[src/hdl/lpcibp_pkg.sv]
`timescale 1ns / 1ps

package lpcibp_pkg;

  // longest unary run before the frame is aborted
  localparam int MAX_QN = 36;
  // largest qn value the syntax can produce
  localparam int QN_MAX = MAX_QN + 4;
  localparam int QN_W = $clog2(QN_MAX + 1);
  // widest extension index
  localparam int NK_MAX = (QN_MAX - 3) / 2;
  localparam int FIELD_MAX = (NK_MAX > 16) ? NK_MAX : 16;
  localparam int REM_W = $clog2(FIELD_MAX + 1);

  localparam int IQ_DEPTH = 2;
  localparam int IQ_PTR_W = $clog2(IQ_DEPTH);
  localparam int OQ_DEPTH = 4;
  localparam int OQ_PTR_W = $clog2(OQ_DEPTH);

  // set positions in parse order
  localparam logic [2:0] POS_A = 3'd0;
  localparam logic [2:0] POS_B = 3'd1;
  localparam logic [2:0] POS_C = 3'd2;
  localparam logic [2:0] POS_D = 3'd3;
  localparam logic [2:0] POS_E = 3'd4;
  localparam logic [2:0] POS_END = 3'd5;

  typedef struct packed {
    logic       bit_value;
    logic       frame_start;
    logic       first_frame;
    logic [1:0] mode_first;
    logic [1:0] mode_third;
  } in_item_t;

  typedef struct packed {
    logic [15:0] index_value;
    logic [6:0]  slot;
    logic        frame_done;
    logic        parse_error;
  } out_item_t;

  // classified bit: set_en[i] enables set position i+1
  typedef struct packed {
    logic       bit_value;
    logic       frame_start;
    logic [3:0] set_en;
  } cmd_t;

  function automatic logic [REM_W-1:0] ext_width(input logic [QN_W-1:0] q);
    logic [QN_W-1:0] d;
    d = q - QN_W'(3);
    if (q > QN_W'(4)) begin
      return REM_W'(d >> 1);
    end
    return '0;
  endfunction

endpackage

[src/hdl/lpcibp_front.sv]
`timescale 1ns / 1ps

module lpcibp_front (
  input  logic                 clk,
  input  logic                 rst,
  input  logic                 push,
  output logic                 full,
  input  lpcibp_pkg::in_item_t item,
  output logic                 cmd_valid,
  output lpcibp_pkg::cmd_t     cmd,
  input  logic                 take
);

  lpcibp_pkg::cmd_t              slots [lpcibp_pkg::IQ_DEPTH];
  logic [lpcibp_pkg::IQ_PTR_W-1:0] wr_ptr;
  logic [lpcibp_pkg::IQ_PTR_W-1:0] rd_ptr;
  logic [lpcibp_pkg::IQ_PTR_W:0]   count;
  lpcibp_pkg::cmd_t              entry;
  logic                          wr_en;
  logic                          rd_en;

  // set enables decoded from first_frame and the frame modes
  always_comb begin
    entry.bit_value   = item.bit_value;
    entry.frame_start = item.frame_start;
    entry.set_en[0]   = item.first_frame;
    entry.set_en[1]   = (item.mode_first != 2'd3);
    entry.set_en[2]   = !item.mode_first[1];
    entry.set_en[3]   = !item.mode_third[1];
  end

  assign full      = (count == (lpcibp_pkg::IQ_PTR_W+1)'(lpcibp_pkg::IQ_DEPTH));
  assign cmd_valid = (count != '0);
  assign cmd       = slots[rd_ptr];
  assign wr_en     = push && !full;
  assign rd_en     = take && cmd_valid;

  always_ff @(posedge clk) begin
    if (wr_en) begin
      slots[wr_ptr] <= entry;
    end
  end

  always_ff @(posedge clk) begin
    if (rst) begin
      wr_ptr <= '0;
      rd_ptr <= '0;
      count  <= '0;
    end else begin
      if (wr_en) begin
        wr_ptr <= wr_ptr + 1'b1;
      end
      if (rd_en) begin
        rd_ptr <= rd_ptr + 1'b1;
      end
      if (wr_en && !rd_en) begin
        count <= count + 1'b1;
      end else if (rd_en && !wr_en) begin
        count <= count - 1'b1;
      end
    end
  end

endmodule

[src/hdl/lpcibp_outq.sv]
`timescale 1ns / 1ps

module lpcibp_outq (
  input  logic                  clk,
  input  logic                  rst,
  input  logic                  wr,
  input  lpcibp_pkg::out_item_t wr_data,
  output logic                  full,
  output logic                  empty,
  input  logic                  rd,
  output lpcibp_pkg::out_item_t rd_data
);

  lpcibp_pkg::out_item_t           slots [lpcibp_pkg::OQ_DEPTH];
  logic [lpcibp_pkg::OQ_PTR_W-1:0] wr_ptr;
  logic [lpcibp_pkg::OQ_PTR_W-1:0] rd_ptr;
  logic [lpcibp_pkg::OQ_PTR_W:0]   count;
  logic                            wr_en;
  logic                            rd_en;

  assign full    = (count == (lpcibp_pkg::OQ_PTR_W+1)'(lpcibp_pkg::OQ_DEPTH));
  assign empty   = (count == '0);
  assign rd_data = slots[rd_ptr];
  assign wr_en   = wr && !full;
  assign rd_en   = rd && !empty;

  always_ff @(posedge clk) begin
    if (wr_en) begin
      slots[wr_ptr] <= wr_data;
    end
  end

  always_ff @(posedge clk) begin
    if (rst) begin
      wr_ptr <= '0;
      rd_ptr <= '0;
      count  <= '0;
    end else begin
      if (wr_en) begin
        wr_ptr <= wr_ptr + 1'b1;
      end
      if (rd_en) begin
        rd_ptr <= rd_ptr + 1'b1;
      end
      if (wr_en && !rd_en) begin
        count <= count + 1'b1;
      end else if (rd_en && !wr_en) begin
        count <= count - 1'b1;
      end
    end
  end

endmodule

[src/hdl/lpcibp_engine.sv]
`timescale 1ns / 1ps

module lpcibp_engine (
  input  logic                  clk,
  input  logic                  rst,
  input  logic                  cmd_valid,
  input  lpcibp_pkg::cmd_t      cmd,
  output logic                  take,
  output logic                  res_push,
  output lpcibp_pkg::out_item_t res_data,
  input  logic                  res_full
);

  typedef enum logic [11:0] {
    PH_IDLE    = 12'b000000000001,
    PH_FIRST8  = 12'b000000000010,
    PH_MODE    = 12'b000000000100,
    PH_ABS8    = 12'b000000001000,
    PH_QN2     = 12'b000000010000,
    PH_QNU     = 12'b000000100000,
    PH_QNX     = 12'b000001000000,
    PH_BASE    = 12'b000010000000,
    PH_EXT     = 12'b000100000000,
    PH_QNOUT0  = 12'b001000000000,
    PH_QNOUT1  = 12'b010000000000,
    PH_EXTLOOP = 12'b100000000000
  } phase_t;

  phase_t                           phase, phase_next;
  logic [2:0]                       set_pos, set_pos_next;
  logic [1:0]                       cbm, cbm_next;
  logic [lpcibp_pkg::QN_W-1:0]      qn0, qn0_next;
  logic [lpcibp_pkg::QN_W-1:0]      qn1, qn1_next;
  logic [1:0]                       qidx, qidx_next;
  logic [15:0]                      acc, acc_next;
  logic [lpcibp_pkg::REM_W-1:0]     rem, rem_next;
  logic [3:0]                       ext_cnt, ext_cnt_next;
  logic [6:0]                       wp, wp_next;
  logic [3:0]                       set_en, set_en_next;
  logic [1:0]                       mode_val, mode_val_next;
  logic                             mark, mark_next;
  lpcibp_pkg::out_item_t            hold, hold_next;
  logic                             hold_valid, hold_valid_next;

  function automatic logic [2:0] seek(input logic [2:0] s, input logic [3:0] en);
    logic [2:0] r;
    r = lpcibp_pkg::POS_END;
    for (int p = 4; p >= 1; p--) begin
      if ((3'(p) >= s) && en[p-1]) begin
        r = 3'(p);
      end
    end
    return r;
  endfunction

  always_comb begin
    logic                          b;
    logic                          fin;
    logic [1:0]                    fm;
    logic                          go_abs;
    logic                          go_cb;
    logic                          go_cbegin;
    logic                          go_set;
    logic                          go_scan;
    logic                          go_ext;
    logic                          frame_end;
    logic                          do_emit;
    logic [1:0]                    qi;
    logic [lpcibp_pkg::QN_W-1:0]   q;
    logic [15:0]                   ev;
    logic                          edone;
    logic                          eerr;
    logic [lpcibp_pkg::REM_W-1:0]  w;
    logic [2:0]                    n;
    logic [2:0]                    npos;

    phase_next      = phase;
    set_pos_next    = set_pos;
    cbm_next        = cbm;
    qn0_next        = qn0;
    qn1_next        = qn1;
    qidx_next       = qidx;
    acc_next        = acc;
    rem_next        = rem;
    ext_cnt_next    = ext_cnt;
    wp_next         = wp;
    set_en_next     = set_en;
    mode_val_next   = mode_val;
    mark_next       = mark;
    hold_next       = hold;
    hold_valid_next = hold_valid;

    take      = 1'b0;
    res_push  = 1'b0;
    res_data  = hold;
    res_data.frame_done = hold.frame_done | mark;

    b = cmd.bit_value;
    fin = 1'b0;
    fm = 2'd0;
    go_abs = 1'b0;
    go_cb = 1'b0;
    go_cbegin = 1'b0;
    go_set = 1'b0;
    go_scan = 1'b0;
    go_ext = 1'b0;
    frame_end = 1'b0;
    do_emit = 1'b0;
    qi = 2'd0;
    q = '0;
    ev = 16'd0;
    edone = 1'b0;
    eerr = 1'b0;
    w = '0;
    n = 3'd0;
    npos = 3'd0;

    if (!res_full) begin
      if ((phase != PH_QNOUT0) && (phase != PH_QNOUT1) && (phase != PH_EXTLOOP)) begin
        // step boundary: the held result is the last of its step
        if (hold_valid) begin
          res_push        = 1'b1;
          hold_valid_next = 1'b0;
          mark_next       = 1'b0;
        end
        if (cmd_valid) begin
          take = 1'b1;
          if (cmd.frame_start) begin
            set_en_next  = cmd.set_en;
            wp_next      = 7'd0;
            cbm_next     = 2'd0;
            set_pos_next = lpcibp_pkg::POS_A;
            ext_cnt_next = 4'd0;
            phase_next   = PH_FIRST8;
            acc_next     = 16'd0;
            rem_next     = lpcibp_pkg::REM_W'(8);
          end
          case (phase_next)
            PH_MODE: begin
              case (set_pos_next)
                lpcibp_pkg::POS_B, lpcibp_pkg::POS_C: begin
                  if (b) begin
                    cbm_next = 2'd3;
                  end
                  fin = 1'b1;
                  fm  = {1'b0, b};
                end
                lpcibp_pkg::POS_D: begin
                  if (rem_next == '0) begin
                    if (!b) begin
                      cbm_next = 2'd2;
                      fin = 1'b1;
                      fm = 2'd2;
                    end else begin
                      rem_next = lpcibp_pkg::REM_W'(1);
                    end
                  end else begin
                    cbm_next = {1'b0, b};
                    fin = 1'b1;
                    fm = {1'b0, b};
                  end
                end
                default: begin
                  if (rem_next == '0) begin
                    if (!b) begin
                      cbm_next = 2'd1;
                      fin = 1'b1;
                      fm = 2'd1;
                    end else begin
                      rem_next = lpcibp_pkg::REM_W'(1);
                    end
                  end else if (rem_next == lpcibp_pkg::REM_W'(1)) begin
                    if (!b) begin
                      cbm_next = 2'd0;
                      fin = 1'b1;
                      fm = 2'd0;
                    end else begin
                      rem_next = lpcibp_pkg::REM_W'(2);
                    end
                  end else begin
                    cbm_next = 2'd2;
                    fin = 1'b1;
                    fm = {1'b1, b};
                  end
                end
              endcase
              if (fin) begin
                mode_val_next = fm;
                do_emit = 1'b1;
                ev = {14'd0, fm};
                if (fm == 2'd0) begin
                  phase_next = PH_ABS8;
                  acc_next   = 16'd0;
                  rem_next   = lpcibp_pkg::REM_W'(8);
                end else begin
                  go_abs = 1'b1;
                end
              end
            end
            PH_QNU, PH_QNX: begin
              if (b) begin
                acc_next = acc_next + 16'd1;
                if (acc_next > 16'(lpcibp_pkg::MAX_QN)) begin
                  do_emit    = 1'b1;
                  ev         = 16'd0;
                  edone      = 1'b1;
                  eerr       = 1'b1;
                  phase_next = PH_IDLE;
                end
              end else begin
                if (phase_next == PH_QNU) begin
                  q = (acc_next != 16'd0) ?
                      lpcibp_pkg::QN_W'(acc_next) + lpcibp_pkg::QN_W'(1) : '0;
                end else if (cbm_next == 2'd2) begin
                  q = (acc_next != 16'd0) ?
                      lpcibp_pkg::QN_W'(acc_next) + lpcibp_pkg::QN_W'(4) : '0;
                end else begin
                  case (acc_next)
                    16'd0:   q = lpcibp_pkg::QN_W'(5);
                    16'd1:   q = lpcibp_pkg::QN_W'(6);
                    16'd2:   q = '0;
                    default: q = lpcibp_pkg::QN_W'(acc_next) + lpcibp_pkg::QN_W'(4);
                  endcase
                end
                if (qidx_next[0]) begin
                  qn1_next = q;
                end else begin
                  qn0_next = q;
                end
                qidx_next = qidx_next + 2'd1;
                acc_next  = 16'd0;
                if (phase_next == PH_QNU) begin
                  if (qidx_next == 2'd2) begin
                    phase_next = PH_QNOUT0;
                  end
                end else begin
                  go_scan = 1'b1;
                end
              end
            end
            PH_FIRST8, PH_ABS8, PH_QN2, PH_BASE, PH_EXT: begin
              acc_next = {acc_next[14:0], b};
              if (rem_next != '0) begin
                rem_next = rem_next - lpcibp_pkg::REM_W'(1);
              end
              if (rem_next == '0) begin
                case (phase_next)
                  PH_FIRST8: begin
                    do_emit = 1'b1;
                    ev = acc_next;
                    go_cbegin = 1'b1;
                  end
                  PH_ABS8: begin
                    do_emit = 1'b1;
                    ev = acc_next;
                    go_abs = 1'b1;
                  end
                  PH_QN2: begin
                    qn0_next  = lpcibp_pkg::QN_W'(acc_next[3:2]) + lpcibp_pkg::QN_W'(2);
                    qn1_next  = lpcibp_pkg::QN_W'(acc_next[1:0]) + lpcibp_pkg::QN_W'(2);
                    qidx_next = 2'd0;
                    go_scan   = 1'b1;
                  end
                  PH_BASE: begin
                    do_emit = 1'b1;
                    ev = acc_next;
                    ext_cnt_next = 4'd0;
                    go_ext = 1'b1;
                  end
                  default: begin
                    do_emit = 1'b1;
                    ev = acc_next;
                    ext_cnt_next = ext_cnt_next + 4'd1;
                    go_ext = 1'b1;
                  end
                endcase
              end
            end
            default: begin
            end
          endcase
        end
      end else begin
        case (phase)
          PH_QNOUT0: begin
            do_emit    = 1'b1;
            ev         = 16'(qn0);
            phase_next = PH_QNOUT1;
          end
          PH_QNOUT1: begin
            do_emit   = 1'b1;
            ev        = 16'(qn1);
            qidx_next = 2'd0;
            go_cb     = 1'b1;
            qi        = 2'd0;
          end
          default: begin
            // zero-width extensions, one per cycle while the result queue has room
            if (ext_cnt < 4'd8) begin
              do_emit      = 1'b1;
              ev           = 16'd0;
              ext_cnt_next = ext_cnt + 4'd1;
            end else begin
              qidx_next = qidx + 2'd1;
              go_cb     = 1'b1;
              qi        = qidx + 2'd1;
            end
          end
        endcase
      end
    end

    // scan for a qn that needs an extension run
    if (go_scan) begin
      if ((qidx_next == 2'd0) && (qn0_next > lpcibp_pkg::QN_W'(4))) begin
        qidx_next = 2'd0;
        phase_next = PH_QNX;
        acc_next = 16'd0;
      end else if ((qidx_next != 2'd2) && (qn1_next > lpcibp_pkg::QN_W'(4))) begin
        qidx_next = 2'd1;
        phase_next = PH_QNX;
        acc_next = 16'd0;
      end else begin
        phase_next = PH_QNOUT0;
      end
    end

    if (go_ext) begin
      w = lpcibp_pkg::ext_width(qidx_next[0] ? qn1_next : qn0_next);
      if ((ext_cnt_next < 4'd8) && (w != '0)) begin
        phase_next = PH_EXT;
        rem_next   = w;
        acc_next   = 16'd0;
      end else begin
        phase_next = PH_EXTLOOP;
      end
    end

    if (go_abs) begin
      if ((set_pos_next == lpcibp_pkg::POS_D) && (mode_val_next == 2'd1)) begin
        set_pos_next = set_pos_next + 3'd1;
        go_set = 1'b1;
      end else begin
        go_cbegin = 1'b1;
      end
    end

    // next codebook with a nonzero qn
    if (go_cb) begin
      if ((qi == 2'd0) && (qn0_next != '0)) begin
        qidx_next = 2'd0;
        q = qn0_next;
      end else if ((qi != 2'd2) && (qn1_next != '0)) begin
        qidx_next = 2'd1;
        q = qn1_next;
      end else begin
        q = '0;
      end
      if (q == '0) begin
        set_pos_next = set_pos_next + 3'd1;
        go_set = 1'b1;
      end else begin
        if (q > lpcibp_pkg::QN_W'(4)) begin
          n = q[0] ? 3'd3 : 3'd4;
        end else begin
          n = q[2:0];
        end
        phase_next = PH_BASE;
        rem_next   = lpcibp_pkg::REM_W'({n, 2'b00});
        acc_next   = 16'd0;
      end
    end

    if (go_cbegin) begin
      qn0_next  = '0;
      qn1_next  = '0;
      qidx_next = 2'd0;
      acc_next  = 16'd0;
      if (cbm_next == 2'd1) begin
        phase_next = PH_QNU;
      end else begin
        phase_next = PH_QN2;
        rem_next   = lpcibp_pkg::REM_W'(4);
      end
    end

    if (go_set) begin
      npos = seek(set_pos_next, set_en_next);
      set_pos_next = npos;
      if (npos == lpcibp_pkg::POS_END) begin
        phase_next = PH_IDLE;
        frame_end  = 1'b1;
      end else begin
        phase_next = PH_MODE;
        acc_next   = 16'd0;
        rem_next   = '0;
      end
    end

    if (do_emit) begin
      if (hold_valid && !res_push) begin
        res_push = 1'b1;
      end
      hold_next.index_value = ev;
      hold_next.slot        = wp_next;
      hold_next.frame_done  = edone;
      hold_next.parse_error = eerr;
      hold_valid_next       = 1'b1;
      wp_next               = wp_next + 7'd1;
    end

    if (frame_end) begin
      mark_next = hold_valid_next;
    end
  end

  always_ff @(posedge clk) begin
    hold <= hold_next;
  end

  always_ff @(posedge clk) begin
    if (rst) begin
      phase      <= PH_IDLE;
      set_pos    <= '0;
      cbm        <= '0;
      qn0        <= '0;
      qn1        <= '0;
      qidx       <= '0;
      acc        <= '0;
      rem        <= '0;
      ext_cnt    <= '0;
      wp         <= '0;
      set_en     <= '0;
      mode_val   <= '0;
      mark       <= 1'b0;
      hold_valid <= 1'b0;
    end else begin
      phase      <= phase_next;
      set_pos    <= set_pos_next;
      cbm        <= cbm_next;
      qn0        <= qn0_next;
      qn1        <= qn1_next;
      qidx       <= qidx_next;
      acc        <= acc_next;
      rem        <= rem_next;
      ext_cnt    <= ext_cnt_next;
      wp         <= wp_next;
      set_en     <= set_en_next;
      mode_val   <= mode_val_next;
      mark       <= mark_next;
      hold_valid <= hold_valid_next;
    end
  end

endmodule

[src/hdl/lpc_index_bit_parser.sv]
`timescale 1ns / 1ps

// lpc quantizer index parser, one bitstream bit per transaction
// input channel: push/full queue; each transaction carries one bit, and the
//   first bit of a frame also carries frame_start, first_frame and the two
//   quarter-frame modes
// result channel: empty/pop queue; each transaction is one parsed value
//   with its slot in the frame's index list, frame_done on the last value
//   and parse_error when a unary run is too long (the frame ends there)
// throughput: one bit per cycle while each bit yields at most one value and
//   the result queue has room; a bit that closes a qn pair holds the parser
//   while the pair goes out one value per cycle, a base index with zero-width
//   extensions holds it while the base and eight zeros go out and it moves on,
//   and the last wide extension of a codebook passes through the extension
//   loop state; the 2-entry bit queue covers short gaps, longer bursts raise full
// result path: a value is registered in the engine's hold register, then
//   written into the result queue that drives the result ports; later values
//   of a burst follow one per cycle while the result queue has room
// reset: both queues empty, parser idle; bits before a frame start are dropped
// stall: when the result queue fills the parser freezes, the bit queue then
//   fills and full rises; nothing is lost
module lpc_index_bit_parser (
  input  logic                  clk,
  input  logic                  rst,
  input  logic                  push,
  output logic                  full,
  input  lpcibp_pkg::in_item_t  item,
  output logic                  empty,
  input  logic                  pop,
  output lpcibp_pkg::out_item_t result
);

  logic                  cmd_valid;
  lpcibp_pkg::cmd_t      cmd;
  logic                  take;
  logic                  res_push;
  lpcibp_pkg::out_item_t res_data;
  logic                  res_full;

  // front: bit queue and set-enable decode
  lpcibp_front u_front (
    .clk       (clk),
    .rst       (rst),
    .push      (push),
    .full      (full),
    .item      (item),
    .cmd_valid (cmd_valid),
    .cmd       (cmd),
    .take      (take)
  );

  // back: syntax state machine
  lpcibp_engine u_engine (
    .clk       (clk),
    .rst       (rst),
    .cmd_valid (cmd_valid),
    .cmd       (cmd),
    .take      (take),
    .res_push  (res_push),
    .res_data  (res_data),
    .res_full  (res_full)
  );

  // result queue
  lpcibp_outq u_outq (
    .clk     (clk),
    .rst     (rst),
    .wr      (res_push),
    .wr_data (res_data),
    .full    (res_full),
    .empty   (empty),
    .rd      (pop),
    .rd_data (result)
  );

  // the parser never pushes into a full result queue
  assert property (@(posedge clk) disable iff (rst) res_push |-> !res_full)
    else $error("result pushed into full queue");

  // an aborted frame always closes the frame
  assert property (@(posedge clk) disable iff (rst)
    (!empty && result.parse_error) |-> result.frame_done)
    else $error("parse error without frame done");

  // bits are only taken when present
  assert property (@(posedge clk) disable iff (rst) take |-> cmd_valid)
    else $error("bit taken from empty queue");

  // reset leaves the result queue empty and the bit queue not full
  assert property (@(posedge clk) disable iff (rst) $past(rst) |-> (empty && !full))
    else $error("queues not empty after reset");

endmodule

[config.mk]
export PLATFORM = sky130hd
export DESIGN_NAME = lpc_index_bit_parser
export DESIGN_NICKNAME = d
export VERILOG_FILES = /design/src/hdl/lpcibp_pkg.sv /design/src/hdl/lpcibp_front.sv /design/src/hdl/lpcibp_outq.sv /design/src/hdl/lpcibp_engine.sv /design/src/hdl/lpc_index_bit_parser.sv
export SDC_FILE = /design/constraint.sdc
export NUM_CORES = 1
export LEC_CHECK = 0
export ABC_AREA = 1
export BUFFER_PORTS_ARGS = -buffer_cell sky130_fd_sc_hd__buf_4
export CAP_MARGIN = 10
export CORE_ASPECT_RATIO = 0.9
export CORE_MARGIN = 1.5
export CORE_UTILIZATION = 45
export DETAILED_ROUTE_END_ITERATION = 16
export HOLD_SLACK_MARGIN = 0.06
export REMOVE_ABC_BUFFERS = 1
export SYNTH_ARGS = -nofsm -noshare
export SYNTH_HDL_FRONTEND = slang
export SYNTH_SLANG_ARGS = --single-unit
[constraint.sdc]
create_clock -name clk -period 11.76 [get_ports clk]
set_input_delay 0.588 -clock clk [delete_from_list [all_inputs] [get_ports clk]]
set_output_delay 0.588 -clock clk [all_outputs]
set_load 0.01 [all_outputs]
==> key figures <==
Run status
  – Status: finished clean

Cells and area
  – ANT cells: 0
  – Fraction of layout instances using a drive strength above 1: 13.32%
  – Final nets: 1608
  – Storage cell area: 0.005786 mm²
  – Commonest non-fill, non-tap cell in the layout: nand2_1
  – Commonest cells after routing, fill and taps aside: 273 x nand2_1, 188 x nor2_1, 177 x inv_1, 136 x edfxtp_1, 120 x o21ai_0
  – Fill cell count: around 2600
  – Multi-input gate area: roughly 0.0058 mm²
  – Area grow syn2layout: 11.44%
  – Fin util: around half

CTS
  – Latest clock arrival within the worst-skew pair: 0.55 ns
  – CTS tree: yes
  – Number of clock sinks: around 220
  – CTS Buffer Depth: 3
  – Post_cts resized: 0
  – Clock root buffer master: clkbuf_16
  – Cts bufs inserted: 26
  – Post-CTS setup buffers: 0
  – Hold_buf cts: 0
  – H-tree Lvls: 1
  – Clk slew on worst S/H paths: roughly 0.060 ns

Floorplan
  – Die area: 0.02902 mm²
  – Io pins: 38
  – Die Y: approximately 160 µm
  – Core area: 0.02724 mm²
  – Initial Util: 46.25%
  – Chip width: 179.4 µm
  – FP Rows: 57

Critical path
  – Startpoint Class: flop
  – Max stage delay on crit path: 0.63 ns
  – Crit path DAT: between 6 and 7 ns
  – Setup crit end kind: flop
  – CP dominant cell by count: nand2_1
  – Max FO, Critical Path: 24
  – Cell family with most CP delay: simple AND/OR/NAND/NOR gates
  – Required time worst endpoint: 12.22 ns
  – Slowest-stage cell, CP: dfxtp_1
  – CP bufs+invs: 4
  – CP Class: reg2reg

Detailed routing
  – Drt first pass iters: 6
  – Metal3 WL: 2427 µm
  – Post-DR wirelength/cell: 16.63 µm
  – Number of vias per cell: 5.509
  – Routed Wire Length: 32340 µm
  – Wire length on met2: 13900 µm
  – Routed vias: between 10000 and 15000
  – DRC Markers: 0
  – Top layer in use: met4
  – Iteration-0 DRC Markers: 897
  – ANT nets after route: 0
  – Routed length on met1: 15130 µm

GRT
  – First-pass GRT wire length: between 50000 and 60000 µm
  – Largest net degree at the start of global routing: 52
  – Global route overflow: 0
  – Vias in the first global route: 10060
  – Initial antenna violation count: 0
  – Tot GR Track Use: 22.52%

Yosys
  – Seq cells post-synth: 221
  – Synth area leaders: edfxtp_1 32%, dfxtp_1 14%, nand2_1 8.1%, nor2_1 5.7%, inv_1 5.3%
  – Top cell type by total area after synthesis: edfxtp_1
  – Cells after Synth: 1545
  – Post-synth EDFFs: 136
  – Synth Area per Inst: around 8.2 µm²
  – Async S/R FF share, synth: 0%
  – Mapped Area: approximately 0.013 mm²
  – Top FF cell, synth: edfxtp_1
  – Sequential area share after synthesis: between 40% and 50%
  – Synth cell types: 64
  – Share of the synthesized area in the top cell type: 32.41%
  – Yosys Warn Count: 0

Timing
  – Tightest Pin Transition: 0.9518 ns
  – Clock skew: 0.02346 ns
  – Final Max Tran Viols: 0
  – Endpoints failing hold: 0
  – Max Freq: 167.3 MHz
  – Tmin final: 5.979 ns
  – Setup tns final: 0 ns
  – Max_slew headroom: 36.12%
  – RSZ-0062 raised after global routing: no
  – Fin crit share: 50.84%
  – Endpoints failing setup: 0

Place
  – Routability cong.: 0.9518
  – Port Buffers: 36
  – Detail Placement HPWL: 22760 µm

Run
  – # Max-Cap Violations: 0

Pwr
  – Power Total: between 3 and 4 mW
  – Pwr/cell area: 238.7 mW/mm²
  – P_leak: approximately 5.6 nW
  – VDD IR max: 0.0002054 V

Worst hold path
  – Hold Path Class: in2reg
## per-layer routing
| metal | vias to the layer above | GRT usage [%] |
|---|---|---|
| met5 | - | 0 |
| met4 | 0 | 6.837 |
| met3 | 55 | 3.956 |
| met2 | 369 | 34.77 |
| met1 | 4957 | 32.17 |
| li1 | 5334 | - |
## through the flow
step / hold slack (ns) / instance area, µm² / worst slack (ns) / std cells
2_1_floorplan: 0.4265 / 12370 / 6.783 / 1499
3_3_place_gp: 0.4370 / 13160 / 5.909 / 1897
3_5_place_dp: 0.4463 / 13160 / 5.902 / 1897
5_1_grt: 0.2268 / 14040 / 5.171 / 1945
6_report: 0.2303 / 14040 / 5.781 / 1945
4_1_cts: 0.2213 / 14040 / 5.859 / 1945
## cell type report
class                      instances  share of cell area, %
tap                              354                  3.154
timing repair buffer              44                  2.352
clock inverter                    11                  1.087
inverter                         206                  5.542
clock buffer                      37                  5.221
sequential                       221                  41.20
multi-input combinational       1072                  41.44
## report_power, final
part / switching, mW / total [mW] / internal (mW)
sequential: 0.0774 / 0.992 / 0.915
combinational: 1.06 / 1.54 / 0.476
clock: 0.317 / 0.818 / 0.501
total: 1.46 / 3.35 / 1.89
## synthesized netlist by cell type, types with 5 or more instances
cell type / n
or2_2: 6
a211oi_1: 12
a31oi_1: 7
nor2_1: 192
nand2_1: 273
o21ai_2: 7
nor2_2: 16
xor2_1: 12
inv_1: 177
nand3_1: 100
nand2_4: 11
nor2_4: 7
nand2_2: 23
buf_6: 6
clkbuf_1: 34
edfxtp_1: 136
nor3_1: 20
o221ai_1: 5
inv_2: 23
nand4_1: 24
o211ai_1: 12
nand3_2: 7
a21oi_1: 59
ha_1: 25
o21ai_1: 9
o2111ai_1: 11
nor3_2: 11
and2_1: 5
clkinv_1: 5
o22ai_1: 39
o21ai_0: 120
nor4_1: 6
dfxtp_1: 85
nand3b_1: 5
## final timing paths
kind / slack (ns) / to / startpoint / depth (start not counted)
min reg2reg: 0.46 / u_front.rd_ptr$_SDFFE_PP0P_ / u_front.rd_ptr$_SDFFE_PP0P_ / 1
max reg2reg: 5.78 / u_engine.acc[4]$_SDFF_PP0_ / flop / 33
max: 5.78 / u_engine.acc[4]$_SDFF_PP0_ / flop / 33
min: 0.23 / u_front.slots[0][4]$_DFFE_PP_ / item[5] / 1
## kinds of logic (layout without fill, tap and decap cells)
logic type / after synthesis / count (layout) / synth area share, %
and+or+nand+nor: 721 / 721 / 27.39
AOI/OAI and AO/OA: 308 / 308 / 14.87
buffers and inverters: 252 / 298 / 7.983
DFF: 221 / 221 / 45.91
adders and majority gates: 26 / 26 / 2.641
xor gates and xnor gates: 16 / 16 / 1.112
muxes: 1 / 1 / 0.08936
## worst register-to-register path: cells and delay by family (launching register included)
kind | cells | cell delay [ns]
and+or+nand+nor | 23 | 3.38
AOI/OAI and AO/OA | 4 | 0.94
DFF | 1 | 0.63
adders and majority gates | 2 | 0.48
buffers and inverters | 4 | 0.44
## sequential cells by signal (all words and copies together) (netlist names), named ones only
signal,count
u_engine.rem,5
u_engine.set_en,4
u_front.rd_ptr,1
u_outq.wr_ptr,2
u_engine.mark,1
u_engine.qn0,6
u_engine.acc,16
u_front.slots,12
u_outq.count,3
u_front.count,2
u_outq.rd_ptr,2
u_engine.hold_valid,1
u_engine.res_data,23
u_outq.slots,100
u_engine.phase,12
u_front.wr_ptr,1
u_engine.wp,7
u_engine.qidx,2
u_engine.set_pos,3
u_engine.hold,1
u_engine.ext_cnt,4
u_engine.qn1,6
u_engine.mode_val,2
u_engine.cbm,2
(Power assumes the default switching activity.)
